===== config.mk =====
export PLATFORM = sky130hd
export DESIGN_NAME = button_duty_adjuster_top
export DESIGN_NICKNAME = d
export VERILOG_FILES = /design/src/sv/bda_pkg.sv /design/src/sv/bda_button.sv /design/src/sv/bda_setpoint.sv /design/src/sv/button_duty_adjuster_top.sv
export SDC_FILE = /design/constraint.sdc
export NUM_CORES = 1
export LEC_CHECK = 0
export ABC_AREA = 0
export BUFFER_PORTS_ARGS = -buffer_cell sky130_fd_sc_hd__buf_4
export CAP_MARGIN = 10
export CORE_ASPECT_RATIO = 1.4
export CORE_MARGIN = 2
export CORE_UTILIZATION = 45
export CTS_CLUSTER_DIAMETER = 40
export DETAILED_ROUTE_END_ITERATION = 10
export PLACE_DENSITY = 0.65
export RECOVER_POWER = 25
export SLEW_MARGIN = 20
export SYNTH_ARGS = -nofsm -noshare
export SYNTH_HDL_FRONTEND = slang
export SYNTH_HIERARCHICAL = 1
export SYNTH_SLANG_ARGS = --single-unit

===== constraint.sdc =====
create_clock -name i_clk -period 5.13 [get_ports i_clk]
set_clock_uncertainty 0.1 [all_clocks]
set_input_delay 0.2565 -clock i_clk [delete_from_list [all_inputs] [get_ports i_clk]]
set_output_delay 0.2565 -clock i_clk [all_outputs]
set_load 0.005 [all_outputs]

===== src/sv/bda_pkg.sv =====
// Package for the button duty adjuster: register indexes, reset values,
// and the per-button result type. No dependencies.
`default_nettype none

package bda_pkg;

    localparam int unsigned DutyW = 8;
    localparam int unsigned CfgIdxW = 3;

    typedef enum logic [CfgIdxW-1:0] {
        REG_HOLD_DELAY     = 3'd0,
        REG_MAX_DUTY       = 3'd1,
        REG_MIN_DUTY       = 3'd2,
        REG_INITIAL_DUTY   = 3'd3,
        REG_INITIAL_ENABLE = 3'd4
    } t_cfg_idx;

    localparam logic [DutyW-1:0] HOLD_DELAY_RST   = 8'd16;
    localparam logic [DutyW-1:0] MAX_DUTY_RST     = 8'd255;
    localparam logic [DutyW-1:0] MIN_DUTY_RST     = 8'd56;
    localparam logic [DutyW-1:0] INITIAL_DUTY_RST = 8'd127;
    localparam logic             INITIAL_EN_RST   = 1'b0;
    localparam logic [DutyW-1:0] LOCK_COUNT       = 8'hFF;

    typedef struct packed {
        logic [DutyW-1:0] count;
        logic             step;
    } t_btn_res;

endpackage

`default_nettype wire


===== src/sv/bda_button.sv =====
// Hold counter next-state and step decision for one button.
// Depends on bda_pkg.
`default_nettype none

module bda_button
    import bda_pkg::*;
(
    input  wire logic             i_held,
    input  wire logic [DutyW-1:0] i_count,
    input  wire logic [DutyW-1:0] i_hold_delay,
    output t_btn_res              o_res
);

    logic [DutyW-1:0] dec;

    always_comb begin
        dec = i_count - 8'd1;
        o_res.step  = 1'b0;
        o_res.count = '0;
        if (i_held) begin
            if (i_count == '0) begin
                o_res.count = i_hold_delay;
            end else if (dec == '0) begin
                o_res.step  = 1'b1;
                o_res.count = 8'd1;
            end else begin
                o_res.count = dec;
            end
        end else begin
            o_res.step = (i_count > 8'd1) && (i_count < i_hold_delay);
        end
    end

endmodule

`default_nettype wire


===== src/sv/bda_setpoint.sv =====
// Duty saturation, dual-press enable toggle and counter lock for one tick.
// Depends on bda_pkg.
`default_nettype none

module bda_setpoint
    import bda_pkg::*;
(
    input  wire t_btn_res         i_up,
    input  wire t_btn_res         i_down,
    input  wire logic [DutyW-1:0] i_duty,
    input  wire logic             i_enable,
    input  wire logic [DutyW-1:0] i_hold_delay,
    input  wire logic [DutyW-1:0] i_max_duty,
    input  wire logic [DutyW-1:0] i_min_duty,
    output logic      [DutyW-1:0] o_up_count,
    output logic      [DutyW-1:0] o_down_count,
    output logic      [DutyW-1:0] o_duty,
    output logic                  o_enable,
    output logic                  o_save_enable,
    output logic                  o_save_duty
);

    logic [DutyW-1:0] duty_up;

    always_comb begin
        duty_up = i_duty;
        if (i_up.step && (i_duty < i_max_duty)) begin
            duty_up = i_duty + 8'd1;
        end
        o_duty = duty_up;
        if (i_down.step && (duty_up > i_min_duty)) begin
            o_duty = duty_up - 8'd1;
        end

        o_up_count    = i_up.count;
        o_down_count  = i_down.count;
        o_enable      = i_enable;
        o_save_enable = 1'b0;
        o_save_duty   = 1'b0;
        if ((i_up.count > 8'd1) && (i_down.count > 8'd1)) begin
            if (i_up.count <= i_hold_delay) begin
                o_enable      = ~i_enable;
                o_save_enable = 1'b1;
                o_save_duty   = i_enable;
            end
            o_up_count   = LOCK_COUNT;
            o_down_count = LOCK_COUNT;
        end
    end

endmodule

`default_nettype wire


===== src/sv/button_duty_adjuster_top.sv =====
// Button duty adjuster: up/down setpoint with auto-repeat and enable toggle.
// The result is registered from the accepted input transaction.
// Throughput: one transaction per cycle; input is taken while the output
// register is empty or being drained in the same cycle.
// Reset (synchronous, active low): config registers to defaults, counters to
// zero, setpoint 127, enable 0, output register empty.
`default_nettype none

module button_duty_adjuster_top
    import bda_pkg::*;
(
    input  wire logic               i_clk,
    input  wire logic               i_rst_n,
    input  wire logic               i_cfg_wr_en,
    input  wire logic [CfgIdxW-1:0] i_cfg_idx,
    input  wire logic [DutyW-1:0]   i_cfg_data,
    input  wire logic               i_in_valid,
    output logic                    o_in_ready,
    input  wire logic               i_up_pressed,
    input  wire logic               i_down_pressed,
    output logic                    o_out_valid,
    input  wire logic               i_out_ready,
    output logic      [DutyW-1:0]   o_drive_duty,
    output logic      [DutyW-1:0]   o_duty_setpoint,
    output logic                    o_enabled,
    output logic                    o_save_enable,
    output logic                    o_save_duty
);

    logic [DutyW-1:0] r_hold_delay, r_max_duty, r_min_duty;
    logic [DutyW-1:0] r_up_count, r_down_count, r_duty;
    logic             r_enable;
    logic             r_out_valid;
    logic [DutyW-1:0] r_drive_duty, r_duty_setpoint;
    logic             r_enabled, r_save_enable, r_save_duty;

    t_btn_res         up_res, down_res;
    logic [DutyW-1:0] n_up_count, n_down_count, n_duty;
    logic             n_enable, n_save_enable, n_save_duty;
    logic             accept;

    assign o_in_ready = ~r_out_valid | i_out_ready;
    assign accept     = i_in_valid & o_in_ready;

    bda_button u_up (
        .i_held       (i_up_pressed),
        .i_count      (r_up_count),
        .i_hold_delay (r_hold_delay),
        .o_res        (up_res)
    );

    bda_button u_down (
        .i_held       (i_down_pressed),
        .i_count      (r_down_count),
        .i_hold_delay (r_hold_delay),
        .o_res        (down_res)
    );

    bda_setpoint u_setpoint (
        .i_up          (up_res),
        .i_down        (down_res),
        .i_duty        (r_duty),
        .i_enable      (r_enable),
        .i_hold_delay  (r_hold_delay),
        .i_max_duty    (r_max_duty),
        .i_min_duty    (r_min_duty),
        .o_up_count    (n_up_count),
        .o_down_count  (n_down_count),
        .o_duty        (n_duty),
        .o_enable      (n_enable),
        .o_save_enable (n_save_enable),
        .o_save_duty   (n_save_duty)
    );

    // control and state
    always_ff @(posedge i_clk) begin
        if (!i_rst_n) begin
            r_hold_delay <= HOLD_DELAY_RST;
            r_max_duty   <= MAX_DUTY_RST;
            r_min_duty   <= MIN_DUTY_RST;
            r_up_count   <= '0;
            r_down_count <= '0;
            r_duty       <= INITIAL_DUTY_RST;
            r_enable     <= INITIAL_EN_RST;
            r_out_valid  <= 1'b0;
        end else begin
            if (accept) begin
                r_up_count   <= n_up_count;
                r_down_count <= n_down_count;
                r_duty       <= n_duty;
                r_enable     <= n_enable;
                r_out_valid  <= 1'b1;
            end else if (i_out_ready) begin
                r_out_valid  <= 1'b0;
            end
            if (i_cfg_wr_en) begin
                case (t_cfg_idx'(i_cfg_idx))
                    REG_HOLD_DELAY:     r_hold_delay <= i_cfg_data;
                    REG_MAX_DUTY:       r_max_duty   <= i_cfg_data;
                    REG_MIN_DUTY:       r_min_duty   <= i_cfg_data;
                    REG_INITIAL_DUTY:   r_duty       <= i_cfg_data;
                    REG_INITIAL_ENABLE: r_enable     <= i_cfg_data[0];
                    default: ;
                endcase
            end
        end
    end

    // result register
    always_ff @(posedge i_clk) begin
        if (accept) begin
            r_drive_duty    <= n_enable ? n_duty : '0;
            r_duty_setpoint <= n_duty;
            r_enabled       <= n_enable;
            r_save_enable   <= n_save_enable;
            r_save_duty     <= n_save_duty;
        end
    end

    assign o_out_valid     = r_out_valid;
    assign o_drive_duty    = r_drive_duty;
    assign o_duty_setpoint = r_duty_setpoint;
    assign o_enabled       = r_enabled;
    assign o_save_enable   = r_save_enable;
    assign o_save_duty     = r_save_duty;

endmodule

`default_nettype wire

==> results.toml <==
[clock_tree]
h-tree-depth = 3
cts_sinks = 69
numCtsBuffers = 9
cts_tree = "done"
postCtsHoldBufs = 0
clk_pin_slew_ns = 0.06
cts_max_path_buffers = 2
clkLatencyLatePin_ns = 0.34
root_buffer = "clkbuf_16"

[synthesis]
netlist_instances = 575
synthFlopType = "dfxtp_1"
ys.warnings.count = 6
synth_async_sr_flop_share_pct = 0
syn_nets = 637
yosysUniqueCellTypes = 70
synth.area.top_cells = "dfxtp_1 (20%), edfxtp_1 (12%), ha_1 (11%), nand2_1 (7.7%), a21oi_1 (3.9%)"
netlist.area_leader.share_pct = 20.23
postSynthAreaPerCell_um2 = 8.604
ys_seq_area_share_pct = 31.77
synth_area_um2 = 4947
synth_edf_count = 19
ys_ff_latch = 69
synth_top_area_cell = "dfxtp_1"

[routing]
post-route-drc-count = 0
via_per_inst = 5.571
vias = 4273
detail_route.wl_per_cell_um = 16.98
ant_nets = 0
drtPass1Iterations = 5
drt_iter0_drc = 183
routed_wl_mm = 13.02

[global_route]
grt_pass1_wl_mm = 20.73
track_usage_pct = 22.28
grt_pass1_vias = 4205
grt.overflow.total = 0
grt_max_degree = 38
antenna_found_initial = 0

[sta]
hold_viol_final = 0
setup_violations = 0
worst_slew_pin_slew_ns = 1.027
fmax_mhz = 201.7
finalCriticalPeriod_ns = 4.958
slew_headroom_pct = 31.45
fin_tns_setup_ns = 0
maxSlewViolCount = 0
final.period_utilization_pct = 96.65

[power_and_ir_drop]
p_leak_nw = 2.446
power_mw = 3.505
cellPowerDensity_nw_per_um2 = 620.4
peakVddDrop_uv = 290.0

[hold_path]
hold_path_end = "r_max_duty[5]"
whs_path_depth = 3
hp-class = "input pin to register"
hold_path.startpoint = "i_cfg_data[5]"

[worst_setup_path]
r2r_slack_ns = 0.17
r2r-start = "r_up_count[6]"
cp-start-kind = "register"
crit_type = "register to register"
cp-end-kind = "register"
r2r-end = "r_duty[6]"
worstPathArrival_ns = 5.13
crit_required_ns = 5.30
reg2reg_depth = 21
critPathMaxFanout = 8

[floorplan]
die-height_um = 128.1
die_w_um = 92.62
initial_core_util_pct = 46.00
dieArea_um2 = 11860
core_area_um2 = 10750
row_count = 45
io-pin-count = 39

[cells_and_area]
fin_nets = 683
layout-drive-gt1-share_pct = 18.85
final_cell_mix = "nand2_1 (100), inv_1 (51), dfxtp_1 (49)"
fill_cells = 1018
layout_commonest_cell = "nand2_1"
area_growth_pct = 14.19
antenna_cells = 0

[placed_design]
port_buffers = 38
dp_hpwl_mm = 9.759
gp_congestion = 0.9242

[job]
drv_cap = 0

[status]
status = "complete, no violations"
-- routing by layer --
layer  track usage, %  part of all wire [%]  wire length [um]  up-vias
li1                 -                     -                 -     2106
met4            8.737                   3.0               388        0
met3            3.175                   3.3               424       35
met5                0                     0                 0        -
met1            25.47                    40              5191     2037
met2            41.43                    54              7017       95
-- stage by stage --
stage | setup slack, ns | area, um2 | hold WS [ns] | std cells | utilization [%]
finish | 0.1719 | 5649 | 0.08862 | 767 | 52.53
global route | -0.09264 | 5649 | 0.09583 | 767 | 52.53
CTS | 0.02894 | 5610 | 0.07725 | 764 | 52.17
detailed placement | -0.007049 | 5309 | 0.3539 | 748 | 49.37
global placement | 0.1135 | 5309 | 0.3460 | 748 | 49.37
floorplan | 0.2816 | 4947 | 0.2805 | 575 | -
-- state kept, by name, indices dropped and copies added (netlist names), 8 cells and up --
name / count
o_drive_duty: 8
o_duty_setpoint: 8
r_down_count: 8
r_duty: 8
r_hold_delay: 8
r_max_duty: 8
r_min_duty: 8
r_up_count: 8
-- logic make-up after synthesis --
group                      after synthesis  share of synthesized area [%]
and+or+nand+nor                        242                          25.82
AOI/OAI and AO/OA                      118                          17.25
buffers and inverters                   75                          8.599
DFF                                     69                          31.77
adders and majority gates               44                          11.13
xor gates and xnor gates                24                          4.780
muxes                                    3                         0.6575
-- layout make-up --
class	instances	area [um2]	share of cell area (%)
flip-flops and latches	69	1573	27.84
well taps	141	176.4	3.123
multi-input cells	431	2993	52.98
clock buffers	10	229.0	4.053
repair buffers	58	416.7	7.375
clock inverters	6	63.81	1.130
inverters	52	197.7	3.499
-- critical path, cell delays in order, from the launching register on --
cell	delay, ns
dfxtp_2	0.35
ha_1	0.33
a21oi_1	0.22
nand2_1	0.08
a2111oi_1	0.39
a32o_2	0.20
and2b_2	0.16
o211ai_1	0.11
a21o_4	0.25
nor3_2	0.20
xor2_1	0.21
ha_1	0.28
and4_1	0.21
and3_1	0.18
and4_4	0.18
o211a_1	0.21
a211o_4	0.38
nor3_1	0.23
xor2_1	0.25
and3_1	0.21
a211oi_2	0.04
o21ai_1	0.13
-- cell usage after synthesis, drive strengths merged, types with 3 or more instances --
library cell  instances
a21oi                41
nor3                  6
nand2b               18
and3                 14
nand3b                6
nand2               102
nor2                 34
and4                  3
and2                 10
nor2b                 4
dfxtp                50
a311oi                3
or4                   3
o31ai                 7
nand4                 4
ha                   44
a21o                  3
inv                  52
a31oi                 4
nor4                  5
o211ai                4
edfxtp               19
buf                  17
o41ai                 5
o21a                  4
o21ai                18
a211oi               15
clkbuf                5
xnor2                15
nand3                26
nor3b                 4
o211a                 3
xor2                  9
-- report_power, final --
group	internal, mW	switching [mW]
clock	0.375	0.238
sequential	0.767	0.154
combinational	0.895	1.07
total	2.04	1.47
-- repair_timing --
item / CTS / global route
gates resized for setup: 2 / 11
setup endpoints to repair: 2 / 21
buffers inserted: 0 / 3
pin swaps: 0 / 2
-- worst max-delay path by stage --
stage	start	endpoint
final	r_up_count[6]	r_duty[6]
after CTS	r_up_count[6]	r_duty[5]
after floorplan	r_up_count[0]	r_duty[5]
after global placement	r_up_count[6]	r_duty[5]
after global routing	r_hold_delay[6]	r_duty[6]
after detailed placement	r_up_count[6]	r_duty[5]
Power figures use the tool's default switching activity.
